### config.mk
export PLATFORM = sky130hd
export DESIGN_NAME = text_glyph_rasterizer_core
export DESIGN_NICKNAME = d
export VERILOG_FILES = /design/src/rtl/tgr_pkg.sv /design/src/rtl/tgr_front.sv /design/src/rtl/tgr_fifo.sv /design/src/rtl/tgr_back.sv /design/src/rtl/text_glyph_rasterizer_core.sv
export SDC_FILE = /design/constraint.sdc
export NUM_CORES = 1
export LEC_CHECK = 0
export ABC_CLOCK_PERIOD_IN_PS = 4850
export BUFFER_PORTS_ARGS = -buffer_cell sky130_fd_sc_hd__buf_2
export CORE_MARGIN = 3
export CORE_UTILIZATION = 47
export DETAILED_ROUTE_END_ITERATION = 7
export PLACE_DENSITY = 0.76
export SLEW_MARGIN = 20
export SYNTH_ARGS = -nofsm -noshare
export SYNTH_HDL_FRONTEND = slang
export SYNTH_SLANG_ARGS = --single-unit
### constraint.sdc
create_clock -name clk -period 4.85 [get_ports clk]
set_clock_uncertainty 0.15 [all_clocks]
set_input_delay 0.97 -clock clk [delete_from_list [all_inputs] [get_ports clk]]
set_output_delay 0.97 -clock clk [all_outputs]
set_load 0.1 [all_outputs]
### src/rtl/tgr_pkg.sv
// shared types, constants and font tables for the text glyph rasterizer
// no dependencies; imported by every module of the block
package tgr_pkg;

	// glyph geometry
	localparam int GLYPH_COLS = 5;
	localparam int GLYPH_ROWS = 7;
	localparam int GLYPH_DOTS = GLYPH_COLS * GLYPH_ROWS;

	// default depth of the queue between front and back
	localparam int QUEUE_DEPTH_DEF = 4;

	// special character and glyph codes
	localparam logic [7:0] CHAR_NEWLINE   = 8'd10;
	localparam logic [5:0] GLYPH_SPACE    = 6'd0;
	localparam logic [5:0] GLYPH_DIGIT0   = 6'd27;
	localparam logic [5:0] GLYPH_QUESTION = 6'd44;

	typedef logic [GLYPH_DOTS-1:0] dots_t;

	// one drawing job handed from front to back
	typedef struct packed {
		dots_t       dots;
		logic [15:0] x;
		logic [15:0] y;
		logic [7:0]  scale;
		logic [15:0] color;
	} tgr_entry_t;

	// pack five 7-bit columns, column c at bits [7c+6:7c], bit r is row r
	function automatic dots_t pack_cols(input logic [6:0] c0, input logic [6:0] c1,
		input logic [6:0] c2, input logic [6:0] c3, input logic [6:0] c4);
		return {c4, c3, c2, c1, c0};
	endfunction

	// character code to glyph number
	function automatic logic [5:0] glyph_index(input logic [7:0] code_in);
		logic [7:0] code;
		logic [5:0] idx;
		code = code_in;
		if (code inside {[8'h61:8'h7A]})
			code = code - 8'h20;
		idx = GLYPH_QUESTION;
		if (code == 8'h20)
			idx = GLYPH_SPACE;
		else if (code inside {[8'h41:8'h5A]})
			idx = 6'(code - 8'h40);
		else if (code inside {[8'h30:8'h39]})
			idx = GLYPH_DIGIT0 + 6'(code - 8'h30);
		else begin
			case (code)
				8'h2E: idx = 6'd37;
				8'h3A: idx = 6'd38;
				8'h2F: idx = 6'd39;
				8'h25: idx = 6'd40;
				8'h2B: idx = 6'd41;
				8'h5F: idx = 6'd42;
				8'h21: idx = 6'd43;
				8'h2D: idx = 6'd45;
				8'h3D: idx = 6'd46;
				default: idx = GLYPH_QUESTION;
			endcase
		end
		return idx;
	endfunction

	// font rom: glyph number to dot mask
	function automatic dots_t glyph_dots(input logic [5:0] idx);
		dots_t d;
		case (idx)
			6'd0:  d = pack_cols(7'h00, 7'h00, 7'h00, 7'h00, 7'h00);
			6'd1:  d = pack_cols(7'h7E, 7'h09, 7'h09, 7'h7E, 7'h00);
			6'd2:  d = pack_cols(7'h7F, 7'h49, 7'h49, 7'h36, 7'h00);
			6'd3:  d = pack_cols(7'h3E, 7'h41, 7'h41, 7'h22, 7'h00);
			6'd4:  d = pack_cols(7'h7F, 7'h41, 7'h41, 7'h3E, 7'h00);
			6'd5:  d = pack_cols(7'h7F, 7'h49, 7'h49, 7'h41, 7'h00);
			6'd6:  d = pack_cols(7'h7F, 7'h09, 7'h09, 7'h01, 7'h00);
			6'd7:  d = pack_cols(7'h3E, 7'h41, 7'h51, 7'h32, 7'h00);
			6'd8:  d = pack_cols(7'h7F, 7'h08, 7'h08, 7'h7F, 7'h00);
			6'd9:  d = pack_cols(7'h41, 7'h7F, 7'h41, 7'h00, 7'h00);
			6'd10: d = pack_cols(7'h20, 7'h40, 7'h41, 7'h3F, 7'h00);
			6'd11: d = pack_cols(7'h7F, 7'h08, 7'h14, 7'h63, 7'h00);
			6'd12: d = pack_cols(7'h7F, 7'h40, 7'h40, 7'h40, 7'h00);
			6'd13: d = pack_cols(7'h7F, 7'h06, 7'h06, 7'h7F, 7'h00);
			6'd14: d = pack_cols(7'h7F, 7'h06, 7'h18, 7'h7F, 7'h00);
			6'd15: d = pack_cols(7'h3E, 7'h41, 7'h41, 7'h3E, 7'h00);
			6'd16: d = pack_cols(7'h7F, 7'h09, 7'h09, 7'h06, 7'h00);
			6'd17: d = pack_cols(7'h3E, 7'h41, 7'h61, 7'h7E, 7'h00);
			6'd18: d = pack_cols(7'h7F, 7'h09, 7'h19, 7'h66, 7'h00);
			6'd19: d = pack_cols(7'h26, 7'h49, 7'h49, 7'h32, 7'h00);
			6'd20: d = pack_cols(7'h01, 7'h7F, 7'h01, 7'h01, 7'h00);
			6'd21: d = pack_cols(7'h3F, 7'h40, 7'h40, 7'h3F, 7'h00);
			6'd22: d = pack_cols(7'h1F, 7'h20, 7'h40, 7'h3F, 7'h00);
			6'd23: d = pack_cols(7'h7F, 7'h30, 7'h30, 7'h7F, 7'h00);
			6'd24: d = pack_cols(7'h63, 7'h14, 7'h14, 7'h63, 7'h00);
			6'd25: d = pack_cols(7'h07, 7'h08, 7'h70, 7'h07, 7'h00);
			6'd26: d = pack_cols(7'h61, 7'h51, 7'h49, 7'h47, 7'h00);
			6'd27: d = pack_cols(7'h3E, 7'h51, 7'h49, 7'h45, 7'h3E);
			6'd28: d = pack_cols(7'h00, 7'h42, 7'h7F, 7'h40, 7'h00);
			6'd29: d = pack_cols(7'h42, 7'h61, 7'h51, 7'h49, 7'h46);
			6'd30: d = pack_cols(7'h21, 7'h41, 7'h45, 7'h4B, 7'h31);
			6'd31: d = pack_cols(7'h18, 7'h14, 7'h12, 7'h7F, 7'h10);
			6'd32: d = pack_cols(7'h27, 7'h45, 7'h45, 7'h45, 7'h39);
			6'd33: d = pack_cols(7'h3C, 7'h4A, 7'h49, 7'h49, 7'h30);
			6'd34: d = pack_cols(7'h01, 7'h71, 7'h09, 7'h05, 7'h03);
			6'd35: d = pack_cols(7'h36, 7'h49, 7'h49, 7'h49, 7'h36);
			6'd36: d = pack_cols(7'h06, 7'h49, 7'h49, 7'h29, 7'h1E);
			6'd37: d = pack_cols(7'h00, 7'h60, 7'h60, 7'h00, 7'h00);
			6'd38: d = pack_cols(7'h00, 7'h36, 7'h36, 7'h00, 7'h00);
			6'd39: d = pack_cols(7'h60, 7'h18, 7'h06, 7'h01, 7'h00);
			6'd40: d = pack_cols(7'h63, 7'h13, 7'h08, 7'h64, 7'h63);
			6'd41: d = pack_cols(7'h08, 7'h08, 7'h3E, 7'h08, 7'h08);
			6'd42: d = pack_cols(7'h40, 7'h40, 7'h40, 7'h40, 7'h40);
			6'd43: d = pack_cols(7'h00, 7'h00, 7'h5F, 7'h00, 7'h00);
			6'd44: d = pack_cols(7'h02, 7'h01, 7'h51, 7'h09, 7'h06);
			6'd45: d = pack_cols(7'h08, 7'h08, 7'h08, 7'h08, 7'h00);
			6'd46: d = pack_cols(7'h14, 7'h14, 7'h14, 7'h14, 7'h14);
			default: d = '0;
		endcase
		return d;
	endfunction

endpackage

### src/rtl/tgr_front.sv
// front end: accepts characters, keeps the cursor, looks up glyphs
// depends on tgr_pkg; pushes drawing jobs into tgr_fifo
module tgr_front (
	input  logic                clk,
	input  logic                arst_n,
	input  logic                in_valid,
	output logic                in_stall,
	input  logic [7:0]          char_code,
	input  logic                first_of_string,
	input  logic signed [15:0]  origin_x,
	input  logic signed [15:0]  origin_y,
	input  logic [15:0]         ink_color,
	input  logic [7:0]          pixel_scale,
	input  logic                q_full,
	output logic                push,
	output tgr_pkg::tgr_entry_t push_entry
);
	import tgr_pkg::*;

	logic [15:0] cursor_x_q;
	logic [15:0] cursor_y_q;
	logic [15:0] line_start_q;

	logic        accept;
	logic        is_newline;
	logic        zero_scale;
	logic [5:0]  glyph;
	dots_t       dots;
	logic [15:0] base_x;
	logic [15:0] base_y;
	logic [15:0] line_x;
	logic [15:0] advance;
	logic [15:0] pitch;

	assign in_stall = q_full;
	assign accept   = in_valid && !in_stall;

	// classify the word
	always_comb begin
		is_newline = (char_code == CHAR_NEWLINE);
		zero_scale = (pixel_scale == 8'd0);
		glyph      = glyph_index(char_code);
		dots       = glyph_dots(glyph);
		base_x     = first_of_string ? origin_x : cursor_x_q;
		base_y     = first_of_string ? origin_y : cursor_y_q;
		line_x     = first_of_string ? origin_x : line_start_q;
		advance    = 16'({pixel_scale, 2'b00}) + 16'({pixel_scale, 1'b0});
		pitch      = 16'({pixel_scale, 3'b000});
	end

	// job for the back end, only for glyphs with dots and a nonzero scale
	always_comb begin
		push             = accept && !zero_scale && !is_newline && (glyph != GLYPH_SPACE);
		push_entry.dots  = dots;
		push_entry.x     = base_x;
		push_entry.y     = base_y;
		push_entry.scale = pixel_scale;
		push_entry.color = ink_color;
	end

	// cursor state
	always_ff @(posedge clk or negedge arst_n) begin
		if (!arst_n) begin
			cursor_x_q   <= '0;
			cursor_y_q   <= '0;
			line_start_q <= '0;
		end else if (accept) begin
			line_start_q <= line_x;
			if (zero_scale) begin
				cursor_x_q <= base_x;
				cursor_y_q <= base_y;
			end else if (is_newline) begin
				cursor_x_q <= line_x;
				cursor_y_q <= base_y + pitch;
			end else begin
				cursor_x_q <= base_x + advance;
				cursor_y_q <= base_y;
			end
		end
	end

endmodule

### src/rtl/tgr_fifo.sv
// short job queue between front and back, first word falls through
// depends on tgr_pkg for the job type
module tgr_fifo #(
	parameter int DEPTH = tgr_pkg::QUEUE_DEPTH_DEF
) (
	input  logic                clk,
	input  logic                arst_n,
	input  logic                push,
	input  tgr_pkg::tgr_entry_t push_entry,
	input  logic                pop,
	output tgr_pkg::tgr_entry_t pop_entry,
	output logic                full,
	output logic                not_empty
);
	import tgr_pkg::*;

	localparam int AW = (DEPTH > 1) ? $clog2(DEPTH) : 1;
	localparam int CW = $clog2(DEPTH + 1);

	tgr_entry_t    slots_q [DEPTH];
	logic [AW-1:0] wr_ptr_q;
	logic [AW-1:0] rd_ptr_q;
	logic [CW-1:0] count_q;
	logic          do_push;
	logic          do_pop;

	assign full      = (count_q == CW'(DEPTH));
	assign not_empty = (count_q != '0);
	assign do_push   = push && !full;
	assign do_pop    = pop && not_empty;
	assign pop_entry = slots_q[rd_ptr_q];

	// storage
	always_ff @(posedge clk) begin
		if (do_push)
			slots_q[wr_ptr_q] <= push_entry;
	end

	// pointers and fill count
	always_ff @(posedge clk or negedge arst_n) begin
		if (!arst_n) begin
			wr_ptr_q <= '0;
			rd_ptr_q <= '0;
			count_q  <= '0;
		end else begin
			if (do_push)
				wr_ptr_q <= (wr_ptr_q == AW'(DEPTH - 1)) ? '0 : wr_ptr_q + 1'b1;
			if (do_pop)
				rd_ptr_q <= (rd_ptr_q == AW'(DEPTH - 1)) ? '0 : rd_ptr_q + 1'b1;
			if (do_push && !do_pop)
				count_q <= count_q + 1'b1;
			else if (do_pop && !do_push)
				count_q <= count_q - 1'b1;
		end
	end

endmodule

### src/rtl/tgr_back.sv
// back end: walks the dots of one glyph, one square per cycle while out_stall is low
// depends on tgr_pkg; takes jobs from tgr_fifo, drives the output register
module tgr_back (
	input  logic                clk,
	input  logic                arst_n,
	input  logic                q_not_empty,
	input  tgr_pkg::tgr_entry_t q_entry,
	output logic                q_pop,
	output logic                out_valid,
	input  logic                out_stall,
	output logic signed [15:0]  rect_x,
	output logic signed [15:0]  rect_y,
	output logic [7:0]          rect_side,
	output logic [15:0]         rect_color,
	output logic                last_of_char
);
	import tgr_pkg::*;

	// current job
	logic        active_q;
	dots_t       dots_q;
	logic [15:0] x_q;
	logic [15:0] y_q;
	logic [7:0]  scale_q;
	logic [15:0] color_q;

	// output register
	logic        out_valid_q;
	logic [15:0] rect_x_q;
	logic [15:0] rect_y_q;
	logic [7:0]  rect_side_q;
	logic [15:0] rect_color_q;
	logic        last_q;

	logic        adv;
	logic        emit;
	logic        last_dot;
	dots_t       dots_next;
	logic [2:0]  col;
	logic [2:0]  row;
	logic [10:0] col_off;
	logic [10:0] row_off;

	// lowest set dot, columns outer and rows inner
	always_comb begin
		col = '0;
		row = '0;
		for (int c = GLYPH_COLS - 1; c >= 0; c--) begin
			for (int r = GLYPH_ROWS - 1; r >= 0; r--) begin
				if (dots_q[c*GLYPH_ROWS + r]) begin
					col = 3'(c);
					row = 3'(r);
				end
			end
		end
		dots_next = dots_q & (dots_q - 1'b1);
		last_dot  = (dots_next == '0);
		col_off   = 11'(col) * 11'(scale_q);
		row_off   = 11'(row) * 11'(scale_q);
	end

	assign adv   = !out_valid_q || !out_stall;
	assign emit  = adv && active_q;
	assign q_pop = q_not_empty && (!active_q || (emit && last_dot));

	// job registers
	always_ff @(posedge clk or negedge arst_n) begin
		if (!arst_n) begin
			active_q <= 1'b0;
		end else if (q_pop) begin
			active_q <= 1'b1;
		end else if (emit && last_dot) begin
			active_q <= 1'b0;
		end
	end

	always_ff @(posedge clk) begin
		if (q_pop) begin
			dots_q  <= q_entry.dots;
			x_q     <= q_entry.x;
			y_q     <= q_entry.y;
			scale_q <= q_entry.scale;
			color_q <= q_entry.color;
		end else if (emit) begin
			dots_q <= dots_next;
		end
	end

	// output word
	always_ff @(posedge clk or negedge arst_n) begin
		if (!arst_n) begin
			out_valid_q <= 1'b0;
		end else if (adv) begin
			out_valid_q <= active_q;
		end
	end

	always_ff @(posedge clk) begin
		if (emit) begin
			rect_x_q     <= x_q + 16'(col_off);
			rect_y_q     <= y_q + 16'(row_off);
			rect_side_q  <= scale_q;
			rect_color_q <= color_q;
			last_q       <= last_dot;
		end
	end

	assign out_valid    = out_valid_q;
	assign rect_x       = rect_x_q;
	assign rect_y       = rect_y_q;
	assign rect_side    = rect_side_q;
	assign rect_color   = rect_color_q;
	assign last_of_char = last_q;

endmodule

### src/rtl/text_glyph_rasterizer_core.sv
// path: an accepted character passes a job queue slot, the back end job registers
// and the output register; space, newline and zero scale give no square
// throughput: one square per cycle while out_stall is low; each character gives
// one square per set dot of its glyph (4 to 19) in the dot walker of the back end
// reset: cursor, line start and the job queue clear at once, asynchronously
module text_glyph_rasterizer_core #(
	parameter int QUEUE_DEPTH = tgr_pkg::QUEUE_DEPTH_DEF
) (
	input  logic               clk,
	input  logic               arst_n,
	input  logic               in_valid,
	output logic               in_stall,
	input  logic [7:0]         char_code,
	input  logic               first_of_string,
	input  logic signed [15:0] origin_x,
	input  logic signed [15:0] origin_y,
	input  logic [15:0]        ink_color,
	input  logic [7:0]         pixel_scale,
	output logic               out_valid,
	input  logic               out_stall,
	output logic signed [15:0] rect_x,
	output logic signed [15:0] rect_y,
	output logic [7:0]         rect_side,
	output logic [15:0]        rect_color,
	output logic               last_of_char
);
	import tgr_pkg::*;

	logic       q_full;
	logic       q_not_empty;
	logic       push;
	logic       pop;
	tgr_entry_t push_entry;
	tgr_entry_t pop_entry;

	// character front end
	tgr_front u_front (
		.clk             (clk),
		.arst_n          (arst_n),
		.in_valid        (in_valid),
		.in_stall        (in_stall),
		.char_code       (char_code),
		.first_of_string (first_of_string),
		.origin_x        (origin_x),
		.origin_y        (origin_y),
		.ink_color       (ink_color),
		.pixel_scale     (pixel_scale),
		.q_full          (q_full),
		.push            (push),
		.push_entry      (push_entry)
	);

	// job queue
	tgr_fifo #(
		.DEPTH (QUEUE_DEPTH)
	) u_fifo (
		.clk        (clk),
		.arst_n     (arst_n),
		.push       (push),
		.push_entry (push_entry),
		.pop        (pop),
		.pop_entry  (pop_entry),
		.full       (q_full),
		.not_empty  (q_not_empty)
	);

	// dot walker
	tgr_back u_back (
		.clk          (clk),
		.arst_n       (arst_n),
		.q_not_empty  (q_not_empty),
		.q_entry      (pop_entry),
		.q_pop        (pop),
		.out_valid    (out_valid),
		.out_stall    (out_stall),
		.rect_x       (rect_x),
		.rect_y       (rect_y),
		.rect_side    (rect_side),
		.rect_color   (rect_color),
		.last_of_char (last_of_char)
	);

endmodule
==> out/metrics.cfg, run 1 <==
[status]
status=finished, violations left
violations=setup timing

[synth]
muxShareOfSynthArea=0.104
syn_area_um2=27800
synth_warnings=0
seq_area_frac_synth=0.604
synth-compound-area-share=0.0982
synth_top_family_by_area=multiplexers
synthArstFlopShare=0.100
ys_ff_latch=569
avgSynthCellArea_um2=13.8
synthFlopType=edfxtp_1
synthCells=2017
synth_fp_nets=2207
synth_cell_type_count=84
yosys.area_share.xor_xnor=0.0161
synth_simple_gate_area_share=0.0805
synth-edff-count=512
synth_adder_area_share=0.0642

[grt]
grt_max_degree=94
grt_usage=0.220
antenna_found_initial=3
grt_pass1_wl_um=108000
overflow=0
grt_pass1_vias=18418

[drt]
wl_um=69300
drcViolationCount=0
detail_route.first_pass.iterations=5
drt-initial-drc-count=1674
vias=18276
wl_per_cell_um=22.4
drt-vias-per-instance=5.91
ant_nets=0

[pwr]
ir_drop_mv=0.370
leakage_uw=0.0122
pwr_density_cell_nw_per_um2=433
power.total_uw=14200

[sta]
maxSlewViolCount=0
fin_ws_ps=-24.7
worst_slew_pin_slew_ps=1110
hold_violations=0
holdWs_ps=267
final-setup-viol-count=1
fin_crit_ps=4870
timing.slew.headroom=0.257
tns_ps=-24.7
rsz0062_at_grt=true
fmax_ghz=0.205
min_period_over_period=1.01

[finish]
final_cells=3095
area_growth_pct=18.2
drive_gt1_frac=0.264
fin_nets=2475
final_cell_mix=edfxtp_1 (512), buf_4 (157), inv_1 (135), nand2_1 (135), buf_2 (127)
mostFrequentLayoutCell=edfxtp_1
final_cell_area_um2=32900

[setup_path]
reg2reg_from=u_back.dots_q[28]
timing.critical_path.fanout_max=5
worstSetupPathType=flip-flop to flip-flop
max_stage_delay_ps=520
startpoint_type=flip-flop
crit_buf_inv=3
cp-end-kind=flip-flop
startpoint=u_back.dots_q[28]
path_cells=buf_4, nor2_1, o31ai_4, a211oi_2, o311ai_1, nand2_1, a21oi_2, o21ai_2, nand2_1, fa_1, fa_1, inv_1, ha_1, a21o_1, a21oi_2, nand2b_4, a21boi_2, buf_4, or3_4, a31oi_4, xnor2_1
cpLargestDelayFamily=compound AO/OA/AOI/OAI gates
crit_arrival_ps=5080
worst_path_max_delay_cell=fa_1
cp_data_required_time_ps=5060

[floorplan]
row_count=88
start_util=0.478
io_pins=128
die_h_um=249
coreArea_um2=58100
die_area_um2=62100
die_w_um=249

[placement]
portBuffers=127
placed_cells=2973
dp_hpwl_um=46100
place_area_um2=30400
place.gp.congestion=0.944

[cts]
path_clk_slew_ps=70
insertion_delay_ps=610
cts_inserted_buffers=55
clock_path_buffers=3
ctsHtreeMaxLevel=2
clockRootBuffer=clkbuf_16
cts_tree=built
cts_sinks=569

[min_path]
min_from=u_back.color_q[7]
hold_class=flip-flop to flip-flop

[flow_run]
maxCapViolations=0

-- path summary, 6_finish.rpt --
check / slack (ps) / to / cells after the start
max: -20 / u_back.rect_y[8] / 21
min: 270 / u_back.rect_color[7] / 0
max reg2reg: -20 / u_back.rect_y[8] / 21
min reg2reg: 270 / u_back.rect_color[7] / 0
max in group asynchronous: 3360 / u_front.cursor_x_q[13] / 2
min in group asynchronous: 390 / u_front.cursor_y_q[14] / 1
-- cells in the mapped netlist, drive strengths merged (17+ instances only) --
cell    number  area share
clkbuf      70      0.0095
nor2       105       0.014
nor3        25      0.0047
xor2        20      0.0063
mux2        63       0.026
a21oi      100       0.018
nand2b      19      0.0043
and2        49       0.011
nand3       19      0.0034
o211ai      26      0.0070
buf         21      0.0041
o22ai       17      0.0038
edfxtp     512        0.55
ha          85       0.038
fa          36       0.026
a31oi       17      0.0038
dfrtp       57       0.051
a21o        19      0.0051
mux4        91       0.074
xnor2       31      0.0098
nand3b      18      0.0049
inv        138       0.019
o21ai      135       0.024
nand2      137       0.019
-- final cells by class --
type / instances / area, µm²
diodes: 1 / 2.50
well taps: 765 / 957
clock buffers: 76 / 1570
fillers: 4441 / 25300
inverters: 139 / 522
clock inverters: 25 / 290
flip-flops and latches: 569 / 16800
multi-input cells: 1218 / 10600
repair buffers: 302 / 2140
-- flip-flops by register name, summed over array words and instances, names as in the netlist --
name,flops
u_fifo.slots_q,364
u_back.dots_q,35
u_back.color_q,16
u_back.rect_color,16
u_back.rect_x,16
u_back.rect_y,16
u_back.x_q,16
u_back.y_q,16
u_front.cursor_x_q,16
u_front.cursor_y_q,16
u_front.line_start_q,16
u_back.rect_side,8
u_back.scale_q,8
u_fifo.count_q,3
u_fifo.rd_ptr_q,2
u_fifo.wr_ptr_q,2
u_back.active_q,1
u_back.last_of_char,1
u_back.out_valid,1
-- metal layers --
metal / vias up / GRT usage / wire length [µm]
met3: 130 / 0.0305 / 4730
li1: 8192 / - / -
met2: 743 / 0.357 / 33300
met5: - / 0 / 30
met4: 4 / 0.0680 / 1890
met1: 9207 / 0.312 / 29300
-- power breakdown --
group / internal [µW] / total [µW] / switching [µW]
clock: 2540 / 4370 / 1830
combinational: 1190 / 3050 / 1860
sequential: 6450 / 6800 / 351
total: 10200 / 14200 / 4050
-- cell families after synthesis --
logic type | after synthesis
flops | 569
compound gates | 431
fa+ha+maj | 121
xor+xnor | 51
simple gates | 447
mux | 168
buf+inv | 230
-- through the flow --
stage | utilization | setup WS (ps)
2_1_floorplan | - | 3.39
4_1_cts | 0.559 | -51.5
3_5_place_dp | 0.524 | -422
3_3_place_gp | 0.524 | -351
5_1_grt | 0.565 | -252
6_report | 0.565 | -24.7
-- worst reg2reg max path, stage by stage (launching register included) --
cell      delay [ps]
edfxtp_1         400
buf_4            170
nor2_1           220
o31ai_4          130
a211oi_2         250
o311ai_1         130
nand2_1          110
a21oi_2           80
o21ai_2          220
nand2_1          120
fa_1             500
fa_1             520
inv_1             50
ha_1             290
a21o_1           190
a21oi_2          150
nand2b_4         150
a21boi_2          70
buf_4            140
or3_4            340
a31oi_4          180
xnor2_1           80
-- what timing repair did --
| item | in CTS | in global routing |
|---|---|---|
| setup endpoints to repair | 18 | 17 |
| buffers inserted | 13 | 10 |
| gates resized for setup | 30 | 59 |
| gates cloned | 0 | 0 |
| hold buffers | 0 | 0 |
| pin swaps | 20 | 35 |
Power figures use the tool's default switching activity.
==> inputs of run 2 (changes only) <==
--- a/config.mk
+++ b/config.mk
@@ -5,13 +5,13 @@
 export SDC_FILE = /design/constraint.sdc
 export NUM_CORES = 1
 export LEC_CHECK = 0
-export ABC_CLOCK_PERIOD_IN_PS = 4850
+export ABC_AREA = 1
+export ABC_CLOCK_PERIOD_IN_PS = 4600
 export BUFFER_PORTS_ARGS = -buffer_cell sky130_fd_sc_hd__buf_2
 export CORE_MARGIN = 3
 export CORE_UTILIZATION = 47
 export DETAILED_ROUTE_END_ITERATION = 7
-export PLACE_DENSITY = 0.76
-export SLEW_MARGIN = 20
+export PLACE_DENSITY = 0.74
 export SYNTH_ARGS = -nofsm -noshare
 export SYNTH_HDL_FRONTEND = slang
 export SYNTH_SLANG_ARGS = --single-unit
==> constraint.sdc (replaced) <==
create_clock -name clk -period 4.6 [get_ports clk]
set_clock_uncertainty 0.15 [all_clocks]
set_input_delay 0.92 -clock clk [delete_from_list [all_inputs] [get_ports clk]]
set_output_delay 0.92 -clock clk [all_outputs]
set_load 0.1 [all_outputs]
==> run 2 against run 1 <==
  * The flow still finishes with violations (setup timing)
  * Routed wire length grew 7.7%
  * Register-to-register slack lost 660 ps
  * Count of clock-buffer cells in the layout shrank 7
  * Sequential power grew 3.7%
  * Synthesized cell count grew 32%
  * Highest routed layer is now met4
==> out/metrics.cfg, run 2 <==
[cts]
cts_inserted_buffers=55  ; unchanged
ctsHtreeMaxLevel=2  ; unchanged
clockRootBuffer=clkbuf_16  ; unchanged
hold_buffers=0  ; unchanged
insertion_delay_ps=610  ; about the same
path_clk_slew_ps=70  ; about the same
cts_sinks=569  ; unchanged
cts_tree=built  ; unchanged
clock_path_buffers=3  ; unchanged

[setup_path]
crit_arrival_ps=5500  ; was 5080 ps
startpoint_type=flip-flop  ; unchanged
cpLargestDelayFamily=compound AO/OA/AOI/OAI gates  ; unchanged
path_common_cell=a21oi_1
cp_data_required_time_ps=4810  ; was 5060 ps
worstSetupPathType=flip-flop to flip-flop  ; unchanged
worst_path_max_delay_cell=fa_1  ; unchanged
crit_buf_inv=4  ; was 3
max_stage_delay_ps=570  ; was 520 ps
cp-end-kind=flip-flop  ; unchanged
timing.critical_path.fanout_max=3  ; was 5

[finish]
largest-register=u_fifo.slots_q  ; unchanged
largest_register_ffs=364  ; unchanged
fin_nets=3212  ; was 2475
final_cell_mix=edfxtp_1 (512), nand2_1 (455), nor2_1 (289)  ; was edfxtp_1 (512), buf_4 (157), inv_1 (135), nand2_1 (135), buf_2 (127)
mostFrequentLayoutCell=edfxtp_1  ; unchanged
final_cell_area_um2=33800  ; was 32900 µm²
drive_gt1_frac=0.209  ; was 0.264
reg_top3=u_fifo.slots_q x364, u_back.dots_q x35  ; unchanged
post-route-util=0.582  ; was 0.565
area_growth_pct=21.8  ; was 18.2%

[synth]
synthTopCellsByCount=edfxtp_1 (512), nand2_1 (478), nor2_1 (305)  ; was edfxtp_1 (512), inv_1 (137), nand2_1 (137)
yosys.area.top_type=edfxtp_1  ; unchanged
ys_ff_latch=569  ; unchanged
synthFlopType=edfxtp_1  ; unchanged
synthCells=2668  ; was 2017
synth_area_leaders=edfxtp_1 (55%), nand2_1 (6.5%), dfrtp_1 (5.1%), o21ai_0 (4.6%), nor2_1 (4.1%)  ; was edfxtp_1 (55%), mux4_2 (7.4%), dfrtp_1 (5.1%), ha_1 (3.8%), fa_1 (2.6%)
synth_top_area_frac=0.555  ; was 0.553
synth_cell_type_count=51  ; was 84
synthArstFlopShare=0.100  ; unchanged
avgSynthCellArea_um2=10.4  ; was 13.8 µm²
synth_fp_nets=2858  ; was 2207
syn_area_um2=27700  ; was 27800 µm²
synth_most_common_cell=edfxtp_1  ; unchanged
synth_warnings=0  ; unchanged
seq_area_frac_synth=0.606  ; was 0.604
synth-edff-count=512  ; unchanged

[flow_run]
maxCapViolations=0  ; unchanged

[floorplan]
coreArea_um2=58000  ; was 58100 µm²
io_pins=128  ; unchanged
die_area_um2=61900  ; was 62100 µm²
row_count=88  ; unchanged
start_util=0.478  ; about the same
die_w_um=249  ; about the same
die_h_um=249  ; about the same

[drt]
ant_nets=0  ; unchanged
drt-vias-per-instance=5.52  ; was 5.91
detail_route.first_pass.iterations=5  ; unchanged
drcViolationCount=0  ; unchanged
wl_per_cell_um=19.5  ; was 22.4 µm
vias=21157  ; was 18.3k
wl_um=74600  ; was 69300 µm
drt-initial-drc-count=2008  ; was 1674

[sta]
fin_ws_ps=-688  ; was -24.7 ps
final-setup-viol-count=108  ; was 1
min_period_over_period=1.15  ; was 1.01
timing.slew.headroom=0.202  ; was 0.257
holdWs_ps=268  ; was 267 ps
tns_ps=-37890  ; was -24.7 ps
fin_crit_ps=5290  ; was 4870 ps
fmax_ghz=0.189  ; was 0.205 GHz
worst_slew_pin_slew_ps=1190  ; was 1110 ps
rsz0062_at_grt=true  ; unchanged
hold_violations=0  ; unchanged
maxSlewViolCount=0  ; unchanged

[grt]
grt_usage=0.228  ; was 0.220
grt_pass1_vias=20659  ; was 18.4k
antenna_found_initial=4  ; was 3
overflow=0  ; unchanged
grt_max_degree=107  ; was 94
grt_pass1_wl_um=112000  ; was 108000 µm

[status]
violations=setup timing  ; unchanged
status=finished, violations left  ; unchanged

[placement]
place.gp.congestion=0.938  ; was 0.944
place_area_um2=30900  ; was 30400 µm²
portBuffers=127  ; unchanged
dp_hpwl_um=49700  ; was 46100 µm

[min_path]
hold_class=flip-flop to flip-flop  ; unchanged

[pwr]
ir_drop_mv=0.477  ; was 0.370 mV
leakage_uw=0.0137  ; was 0.0122 µW
pwr_density_cell_nw_per_um2=441  ; was 433 nW/µm²

[run 2: timing repair]
item	in CTS	in global routing
cloned	0	16
setup buffers	28	22
endpoints found under the setup margin	15	110
resized for setup	33	86
pin swaps	9	16
[run 2: metrics by stage]
| step | worst slack (ps) | total power [µW] | instances |
|---|---|---|---|
| 3_3_place_gp | -530 | 10200 | 3671 |
| 3_5_place_dp | -610 | 10300 | 3671 |
| 6_report | -688 | 14900 | 3833 |
| 5_1_grt | -1090 | 15500 | 3831 |
| 2_1_floorplan | -161 | 9130 | 2668 |
| 4_1_cts | -397 | 14800 | 3796 |
[run 2: logic make-up (layout without fill, tap and decap cells)]
kind of cell    Yosys count  count (layout)  share of synthesized area
fa+ha+maj               121             121                     0.0644
other cells               0               5                          0
buf+inv                 403             798                     0.0570
mux                       2               2                   0.000767
xor+xnor                 49              49                     0.0155
flops                   569             569                      0.606
compound gates          573             573                      0.116
simple gates            951             951                      0.140
[run 2: final timing paths]
check | from | endpoint | depth (start not counted) | slack [ps]
worst max-delay path | u_back.dots_q[33] | u_back.rect_y[14] | 30 | -690
max in group asynchronous | arst_n | u_front.cursor_x_q[2] | 2 | 3060
min in group asynchronous | arst_n | u_back.out_valid | 1 | 280
worst min register to register | u_back.color_q[14] | u_back.rect_color[14] | 0 | 270
worst max register to register | u_back.dots_q[33] | u_back.rect_y[14] | 30 | -690
worst min-delay path | u_back.color_q[14] | u_back.rect_color[14] | 0 | 270
[run 2: where the power goes]
| group | switching, µW | total, µW | internal [µW] |
|---|---|---|---|
| clock network | 1880 | 4500 | 2620 |
| logic | 2260 | 3330 | 1080 |
| registers | 272 | 7050 | 6770 |
[run 2: area by class of cell]
cell class | count | area [µm²]
fillers | 4581 | 24300
flip-flops and latches | 569 | 16800
multi-input cells | 1696 | 9770
repair buffers | 398 | 3200
clock buffers | 69 | 1490
inverters | 300 | 1190
well taps | 765 | 957
clock inverters | 29 | 297
repair inverters | 2 | 27.5
diodes | 5 | 12.5
[run 2: layer usage]
metal / GRT usage / share of wire / up-vias
met5: 0 / 0 / -
met4: 0.0789 / 0.031 / 0
met3: 0.0340 / 0.079 / 150
met2: 0.363 / 0.47 / 924
met1: 0.321 / 0.42 / 10194
li1: - / - / 9889
